==> config.mk <==
export PLATFORM = sky130hd
export DESIGN_NAME = iir_direct_form_filter
export DESIGN_NICKNAME = d
export VERILOG_FILES = /design/src/sv/iirdf_pkg.sv /design/src/sv/iirdf_csr.sv /design/src/sv/iirdf_ctrl.sv /design/src/sv/iirdf_dp.sv /design/src/sv/iir_direct_form_filter.sv
export SDC_FILE = /design/constraint.sdc
export NUM_CORES = 2
export LEC_CHECK = 0
export BUFFER_PORTS_ARGS = -buffer_cell sky130_fd_sc_hd__buf_2
export CAP_MARGIN = 5
export CORE_MARGIN = 4
export CORE_UTILIZATION = 35
export DETAILED_ROUTE_END_ITERATION = 7
export PLACE_DENSITY_LB_ADDON = 0.15
export SYNTH_ARGS = -nofsm -noshare
export SYNTH_HDL_FRONTEND = slang
export SYNTH_HIERARCHICAL = 1
export SYNTH_SLANG_ARGS = --single-unit
==> constraint.sdc <==
create_clock -name clock -period 21.9 [get_ports clock]
set_input_delay 4.38 -clock clock [delete_from_list [all_inputs] [get_ports clock]]
set_output_delay 4.38 -clock clock [all_outputs]
set_load 0.03 [all_outputs]
==> src/sv/iirdf_pkg.sv <==
// Shared constants, types and control structures of the direct-form-I IIR filter.
package iirdf_pkg;

   localparam int ORDER_DEFAULT = 4;
   localparam int HIST_DEPTH    = 4;
   localparam int SAMPLE_W      = 16;
   localparam int COEF_W        = 32;
   localparam int FRAC_W        = 24;
   localparam int CSR_W         = 64;
   localparam int CSR_IDX_W     = 3;
   localparam int PROD_W        = COEF_W + SAMPLE_W;
   localparam int ACC_W         = PROD_W + 4;
   localparam int STEP_W        = $clog2(2 * HIST_DEPTH + 1);
   localparam int TAP_W         = $clog2(HIST_DEPTH + 1);

   localparam logic [CSR_IDX_W-1:0] REG_B0_B1 = CSR_IDX_W'(0);
   localparam logic [CSR_IDX_W-1:0] REG_B2_B3 = CSR_IDX_W'(1);
   localparam logic [CSR_IDX_W-1:0] REG_B4_A1 = CSR_IDX_W'(2);
   localparam logic [CSR_IDX_W-1:0] REG_A2_A3 = CSR_IDX_W'(3);
   localparam logic [CSR_IDX_W-1:0] REG_A4    = CSR_IDX_W'(4);

   typedef logic signed [SAMPLE_W-1:0] sample_type;
   typedef logic signed [COEF_W-1:0]   coef_type;

   typedef struct packed {
      coef_type [HIST_DEPTH:0] b;
      coef_type [HIST_DEPTH:0] a;
   } coef_set_type;

   typedef struct packed {
      logic              load;
      logic              mul_en;
      logic [STEP_W-1:0] step;
      logic              finish;
   } dp_cmd_type;

   typedef struct packed {
      logic out_free;
   } dp_status_type;

endpackage

==> src/sv/iirdf_csr.sv <==
// Coefficient register file written through the configuration channel.
module iirdf_csr (
   input  logic                                clock,
   input  logic                                reset,
   input  logic                                csr_valid,
   output logic                                csr_ready,
   input  logic [iirdf_pkg::CSR_IDX_W-1:0]     csr_index,
   input  logic [iirdf_pkg::CSR_W-1:0]         csr_data,
   output iirdf_pkg::coef_set_type             coefs
);
   import iirdf_pkg::*;

   logic [CSR_W-1:0]  reg0_ff;
   logic [CSR_W-1:0]  reg1_ff;
   logic [CSR_W-1:0]  reg2_ff;
   logic [CSR_W-1:0]  reg3_ff;
   logic [COEF_W-1:0] reg4_ff;

   assign csr_ready = 1'b1;

   always_ff @(posedge clock) begin
      if (reset) begin
         reg0_ff <= CSR_W'(64'h0000_0000_0100_0000);
         reg1_ff <= '0;
         reg2_ff <= '0;
         reg3_ff <= '0;
         reg4_ff <= '0;
      end else if (csr_valid) begin
         case (csr_index)
            REG_B0_B1: reg0_ff <= csr_data;
            REG_B2_B3: reg1_ff <= csr_data;
            REG_B4_A1: reg2_ff <= csr_data;
            REG_A2_A3: reg3_ff <= csr_data;
            REG_A4:    reg4_ff <= csr_data[COEF_W-1:0];
            default: begin
            end
         endcase
      end
   end

   always_comb begin
      coefs.b[0] = reg0_ff[COEF_W-1:0];
      coefs.b[1] = reg0_ff[CSR_W-1:COEF_W];
      coefs.b[2] = reg1_ff[COEF_W-1:0];
      coefs.b[3] = reg1_ff[CSR_W-1:COEF_W];
      coefs.b[4] = reg2_ff[COEF_W-1:0];
      coefs.a[0] = '0;
      coefs.a[1] = reg2_ff[CSR_W-1:COEF_W];
      coefs.a[2] = reg3_ff[COEF_W-1:0];
      coefs.a[3] = reg3_ff[CSR_W-1:COEF_W];
      coefs.a[4] = reg4_ff;
   end

endmodule

==> src/sv/iirdf_ctrl.sv <==
// Sequencer that steps the shared multiply-accumulate through the filter taps.
module iirdf_ctrl #(
   parameter int ORDER = iirdf_pkg::ORDER_DEFAULT
) (
   input  logic                      clock,
   input  logic                      reset,
   input  logic                      req_tvalid,
   output logic                      req_tready,
   output iirdf_pkg::dp_cmd_type     cmd,
   input  iirdf_pkg::dp_status_type  status
);
   import iirdf_pkg::*;

   localparam logic [1:0] ST_IDLE  = 2'd0;
   localparam logic [1:0] ST_RUN   = 2'd1;
   localparam logic [1:0] ST_DRAIN = 2'd2;
   localparam logic [1:0] ST_OUT   = 2'd3;

   localparam logic [STEP_W-1:0] LAST_STEP = STEP_W'(2 * ORDER);

   logic [1:0]        state_ff;
   logic [1:0]        state_in;
   logic [STEP_W-1:0] step_ff;
   logic [STEP_W-1:0] step_in;

   assign req_tready = (state_ff == ST_IDLE);

   always_comb begin
      state_in   = state_ff;
      step_in    = step_ff;
      cmd.load   = 1'b0;
      cmd.mul_en = 1'b0;
      cmd.step   = step_ff;
      cmd.finish = 1'b0;
      case (state_ff)
         ST_IDLE: begin
            if (req_tvalid) begin
               cmd.load = 1'b1;
               step_in  = '0;
               state_in = ST_RUN;
            end
         end
         ST_RUN: begin
            cmd.mul_en = 1'b1;
            step_in    = step_ff + 1'b1;
            if (step_ff == LAST_STEP) begin
               state_in = ST_DRAIN;
            end
         end
         ST_DRAIN: begin
            state_in = ST_OUT;
         end
         ST_OUT: begin
            if (status.out_free) begin
               cmd.finish = 1'b1;
               state_in   = ST_IDLE;
            end
         end
         default: begin
            state_in = ST_IDLE;
         end
      endcase
   end

   always_ff @(posedge clock) begin
      if (reset) begin
         state_ff <= ST_IDLE;
         step_ff  <= '0;
      end else begin
         state_ff <= state_in;
         step_ff  <= step_in;
      end
   end

endmodule

==> src/sv/iirdf_dp.sv <==
// Datapath with sample history, one multiplier, accumulator and rounding output stage.
module iirdf_dp (
   input  logic                               clock,
   input  logic                               reset,
   input  iirdf_pkg::dp_cmd_type              cmd,
   output iirdf_pkg::dp_status_type           status,
   input  iirdf_pkg::coef_set_type            coefs,
   input  logic [iirdf_pkg::SAMPLE_W-1:0]     req_tdata,
   output logic                               rsp_tvalid,
   input  logic                               rsp_tready,
   output logic [iirdf_pkg::SAMPLE_W-1:0]     rsp_tdata,
   output logic                               rsp_tuser
);
   import iirdf_pkg::*;

   localparam int Y_W = ACC_W - FRAC_W;

   sample_type                  x_ff;
   sample_type [HIST_DEPTH-1:0] xh_ff;
   sample_type [HIST_DEPTH-1:0] yh_ff;
   sample_type [HIST_DEPTH:0]   xs;
   sample_type [HIST_DEPTH:0]   ys;

   logic [STEP_W:0]             step_p1;
   logic [TAP_W-1:0]            tap;
   logic                        is_fb;
   coef_type                    op_coef;
   sample_type                  op_sample;

   logic signed [PROD_W-1:0]    prod_ff;
   logic signed [PROD_W-1:0]    prod_in;
   logic                        sub_ff;
   logic                        prod_vld_ff;
   logic signed [ACC_W-1:0]     acc_ff;
   logic signed [ACC_W-1:0]     acc_in;
   logic signed [ACC_W-1:0]     prod_ext;

   logic signed [ACC_W-1:0]     rnd;
   logic [Y_W-1:0]              y_full;
   logic                        sat;
   sample_type                  y_sat;

   logic                        rsp_valid_ff;
   sample_type                  rsp_data_ff;
   logic                        rsp_sat_ff;

   always_comb begin
      xs[0] = x_ff;
      ys[0] = '0;
      for (int i = 1; i <= HIST_DEPTH; i++) begin
         xs[i] = xh_ff[i-1];
         ys[i] = yh_ff[i-1];
      end
   end

   assign step_p1   = {1'b0, cmd.step} + 1'b1;
   assign tap       = step_p1[TAP_W:1];
   assign is_fb     = (cmd.step != '0) && !cmd.step[0];
   assign op_coef   = is_fb ? coefs.a[tap] : coefs.b[tap];
   assign op_sample = is_fb ? ys[tap] : xs[tap];
   assign prod_in   = $signed(op_coef) * $signed(op_sample);

   assign prod_ext = {{(ACC_W-PROD_W){prod_ff[PROD_W-1]}}, prod_ff};
   assign acc_in   = sub_ff ? (acc_ff - prod_ext) : (acc_ff + prod_ext);

   assign rnd    = acc_ff + (ACC_W'(1) <<< (FRAC_W - 1));
   assign y_full = rnd[ACC_W-1:FRAC_W];
   assign sat    = !((&y_full[Y_W-1:SAMPLE_W-1]) || !(|y_full[Y_W-1:SAMPLE_W-1]));

   always_comb begin
      if (!sat) begin
         y_sat = y_full[SAMPLE_W-1:0];
      end else if (y_full[Y_W-1]) begin
         y_sat = {1'b1, {(SAMPLE_W-1){1'b0}}};
      end else begin
         y_sat = {1'b0, {(SAMPLE_W-1){1'b1}}};
      end
   end

   always_ff @(posedge clock) begin
      if (cmd.load) begin
         x_ff <= req_tdata;
      end
      if (cmd.mul_en) begin
         prod_ff <= prod_in;
         sub_ff  <= is_fb;
      end
      if (cmd.load) begin
         acc_ff <= '0;
      end else if (prod_vld_ff) begin
         acc_ff <= acc_in;
      end
      if (cmd.finish) begin
         rsp_data_ff <= y_sat;
         rsp_sat_ff  <= sat;
      end
   end

   always_ff @(posedge clock) begin
      if (reset) begin
         prod_vld_ff  <= 1'b0;
         rsp_valid_ff <= 1'b0;
         xh_ff        <= '0;
         yh_ff        <= '0;
      end else begin
         prod_vld_ff <= cmd.mul_en;
         if (cmd.finish) begin
            rsp_valid_ff <= 1'b1;
            xh_ff        <= {xh_ff[HIST_DEPTH-2:0], x_ff};
            yh_ff        <= {yh_ff[HIST_DEPTH-2:0], y_sat};
         end else if (rsp_tready) begin
            rsp_valid_ff <= 1'b0;
         end
      end
   end

   assign status.out_free = !rsp_valid_ff || rsp_tready;
   assign rsp_tvalid      = rsp_valid_ff;
   assign rsp_tdata       = rsp_data_ff;
   assign rsp_tuser       = rsp_sat_ff;

endmodule

==> src/sv/iir_direct_form_filter.sv <==
// Top level of the streaming direct-form-I IIR filter.
//
//   Channel   Direction  Handshake              Payload
//   req       in         req_tvalid/req_tready  tdata: sample_in
//   rsp       out        rsp_tvalid/rsp_tready  tdata: sample_out, tuser: saturated
//   csr       in         csr_valid/csr_ready    csr_index, csr_data
//
// After acceptance each item reaches the result register through the states RUN, DRAIN and OUT.
// The single multiplier works through 2*ORDER+1 taps in turn in RUN, DRAIN adds the last
// product and OUT rounds into the output register once it is free. The next item is accepted
// once the previous one has reached the output register, not while it is still in progress.
// Reset clears the sample history and loads b0 = 1.0 with all other coefficients zero.
// A stalled result holds in the output register while the next item is computed.
module iir_direct_form_filter #(
   parameter int ORDER = iirdf_pkg::ORDER_DEFAULT
) (
   input  logic                              clock,
   input  logic                              reset,
   input  logic                              req_tvalid,
   output logic                              req_tready,
   input  logic [iirdf_pkg::SAMPLE_W-1:0]    req_tdata,   // [15:0] sample_in
   output logic                              rsp_tvalid,
   input  logic                              rsp_tready,
   output logic [iirdf_pkg::SAMPLE_W-1:0]    rsp_tdata,   // [15:0] sample_out
   output logic                              rsp_tuser,   // [0] saturated
   input  logic                              csr_valid,
   output logic                              csr_ready,
   input  logic [iirdf_pkg::CSR_IDX_W-1:0]   csr_index,
   input  logic [iirdf_pkg::CSR_W-1:0]       csr_data
);
   import iirdf_pkg::*;

   coef_set_type  coefs;
   dp_cmd_type    cmd;
   dp_status_type status;

   iirdf_csr u_csr (
      .clock     (clock),
      .reset     (reset),
      .csr_valid (csr_valid),
      .csr_ready (csr_ready),
      .csr_index (csr_index),
      .csr_data  (csr_data),
      .coefs     (coefs)
   );

   iirdf_ctrl #(
      .ORDER (ORDER)
   ) u_ctrl (
      .clock      (clock),
      .reset      (reset),
      .req_tvalid (req_tvalid),
      .req_tready (req_tready),
      .cmd        (cmd),
      .status     (status)
   );

   iirdf_dp u_dp (
      .clock      (clock),
      .reset      (reset),
      .cmd        (cmd),
      .status     (status),
      .coefs      (coefs),
      .req_tdata  (req_tdata),
      .rsp_tvalid (rsp_tvalid),
      .rsp_tready (rsp_tready),
      .rsp_tdata  (rsp_tdata),
      .rsp_tuser  (rsp_tuser)
   );

endmodule

==> impl_metrics.tcl <==
set metrics [dict create \
    finalSetupViolations 0 \
    reg2reg_setup_slack_ns 11.61 \
    timing.critical_path.required_ns 22.29 \
    slew_violations 0 \
    critPathMaxFanout 33 \
    number_of_enable_type_register_cells_in_the_synthesized_netlist 82 \
    numPortBuffers 106 \
    worstSetupStartpointType "register" \
    worst_r2r_startpoint "u_ctrl/step_ff[0]" \
    crit_path_end_kind "register" \
    final.setup_skew_ns 0.02571 \
    routed_wirelength_mm 128.9 \
    via_per_inst 4.962 \
    vias 33390 \
    gp_routability_congestion 0.8309 \
    io-pin-count 108 \
    critical_path.max_stage_delay_ns 0.83 \
    setup_tns_ns 0 \
    worstSetupEndpoint "u_dp/prod_ff[46]" \
    period_utilization_pct 46.99 \
    max_freq_mhz 97.18 \
    holdCritPathClass "reg2reg" \
    asyncSetResetFlopFracSynth_pct 0 \
    worst_setup_hold_path_clk_slew_ns 0.06 \
    antenna_violating_nets_post_route 0 \
    wirelength_met1_mm 61.57 \
    total_clock_sinks 558 \
    netlist_instances 4938 \
    nets 5656 \
    ys_types 85 \
    initial_utilization_pct 35.34 \
    cp_data_arrival_time_ns 10.68 \
    width_of_the_chip_um 375.5 \
    wire_per_inst_um 19.16 \
    tritoncts_clock_tree "yes" \
    outcome "completed" \
    floorplan.die.height_um 375.5 \
    critPathBufInv 5 \
    avgSynthCellArea_um2 9.575 \
    ctsRootBufferMaster "sky130_fd_sc_hd__clkbuf_16" \
    wl_met2_mm 60.41 \
    clockBufferDepth 3 \
    grt_first_pass_wirelength_mm 204.3 \
    critical_path_class "reg2reg" \
    fp.dieArea_um2 141000 \
    synthesis.yosys.warnings 6 \
    number_of_inserted_diodes 0 \
    h-tree-depth 3 \
    timing.critical_path.depth 27 \
    area_growth_pct 9.720 \
    numCtsBuffers 70 \
    cts.repair_timing.setup_buffer_count 0 \
    mappedNetlistArea_um2 47280 \
    final.hold.worst_slack_ns 0.4700 \
    detailedRoute.firstIterationViolations 1998 \
    worst_path_dominant_cell_family "adder cells" \
    met3_length_mm 4.146 \
    final.min_clock_period_ns 10.29 \
    drtPass1Iterations 5 \
    layout-drive-gt1-share_pct 9.353 \
    cap_viol_max_count 0 \
    grt_pass1_vias 34740 \
    cts-hold-fix-buffers 0 \
    final_hold_viol_count 0 \
    grt_util_all_layers_pct 18.31 \
    number_of_antenna_violations_at_the_first_check_in_global_routing 2 \
    grt_start_max_net_pins 186 \
    path_common_cell "sky130_fd_sc_hd__fa_1" \
    placementRows 134 \
    design.core.area_um2 133800 \
    drcViolationCount 0 \
    clock_insertion_delay_at_the_later_pin_of_the_skew_report_ns 0.66 \
    ys_dominant_reg_cell "sky130_fd_sc_hd__dfxtp_1" \
    slew_headroom_pct 9.631 \
    cpMaxStageDelayCell "sky130_fd_sc_hd__o22a_1" \
    highest_signal_layer "met4" \
    synth_sequential_area_ratio_pct 25.36 \
    cp-startpoint "u_ctrl/step_ff[0]" \
    worst_pin_slew_ns 1.356 \
    ys_ff_latch 558 \
    worst_r2r_path_depth 27 \
    timing.rr.end "u_dp/prod_ff[46]" \
    cts_repair_resize_count 0 \
    globalRouteOverflowTotal 0 \
    place_hpwl_mm 91.07 \
    rsz0062_at_grt "false" \
]
[routing by layer]
layer,up-vias,track usage [%]
li1,16000,-
met1,16740,25.16
met2,512,30.74
met3,136,2.199
met4,0,4.516
met5,-,0
[synth_stat cells, drive strengths merged (47+ instances only)]
cell / instances / share of area [%]
a21o: 51 / 0.81
a21oi: 148 / 1.6
buf: 92 / 1.2
clkbuf: 228 / 1.8
dfxtp: 476 / 20
edfxtp: 82 / 5.2
fa: 487 / 21
ha: 175 / 4.6
inv: 609 / 4.8
mux2i: 505 / 11
mux4: 80 / 3.8
nand2: 380 / 3.0
nand2b: 398 / 5.3
nand3: 47 / 0.50
nor2: 338 / 2.7
nor2b: 164 / 2.2
o21ai: 77 / 0.82
xnor2: 124 / 2.3
[cells by family (layout without fill, tap and decap cells)]
kind of cell,after synthesis,after routing,share of synthesized area [%]
compound gates,481,481,6.703
xor+xnor,161,161,2.982
fa+ha+maj,662,662,25.25
buf+inv,929,921,7.894
flops,558,558,25.36
mux,615,615,15.22
other cells,2,33,0.01588
simple gates,1530,1530,16.58
[area by class of cell]
class	count	area (um2)
Clock inverter	27	364.1
Clock buffer	100	2016
Fill cell	13500	81920
Timing Repair Buffer	185	1134
Tap cell	1768	2212
Inverter	609	2286
Multi-Input combinational cell	3482	31870
Sequential cell	558	11990
[worst min path at each step]
stage / endpoint / start / cells past startpoint
5_1_grt: u_csr/reg0_ff[21] / u_csr/reg0_ff[21] / 2
2_1_floorplan: u_csr/reg0_ff[30] / u_csr/reg0_ff[30] / 2
3_5_place_dp: u_csr/reg0_ff[20] / u_csr/reg0_ff[20] / 2
3_3_place_gp: u_csr/reg0_ff[27] / u_csr/reg0_ff[27] / 2
6_report: u_csr/reg0_ff[31] / u_csr/reg0_ff[31] / 2
4_1_cts: u_csr/reg1_ff[60] / u_csr/reg1_ff[60] / 2
[placed cells by master, fill, tap and decap left out, drive strengths merged, types with 148 or more instances in the layout]
master  instances
dfxtp         476
ha            175
mux2i         505
inv           614
buf           185
a21oi         148
fa            487
nand2b        398
nor2          338
nand2         380
nor2b         164
[sequential cells by signal (all words and copies together), names as in the netlist]
signal            count
u_csr/reg1_ff        64
u_dp/prod_vld_ff      1
u_dp/rsp_tuser        1
u_dp/prod_ff         48
u_dp/sub_ff           1
u_ctrl/state_ff       2
u_csr/reg3_ff        64
u_csr/reg2_ff        64
u_dp/xh_ff           64
u_ctrl/step_ff        4
u_dp/yh_ff           64
u_dp/rsp_tdata       16
u_csr/reg0_ff        64
u_csr/reg4_ff        32
u_dp/acc_ff          52
u_dp/x_ff            16
u_dp/rsp_tvalid       1
[tightest hold or removal path, delay by kind of cell, from the launching register on]
family           cells  cell delay (ns)
flip-flops           1             0.31
multiplexers         1             0.05
AND/OR/NAND/NOR      1             0.06
[metrics by stage]
stage	std cells	instance area, um2	setup WS [ns]	utilization, %
after floorplan	4969	47400	13.08	-
after global placement	6602	49500	11.68	37.00
after detailed placement	6602	49500	11.51	37.00
after CTS	6729	51880	11.50	38.77
after global routing	6729	51880	10.97	38.77
final	6729	51880	11.61	38.77
Power is not shown: default switching activity piles up to over one toggle a cycle in this logic, so the estimate is an artifact.
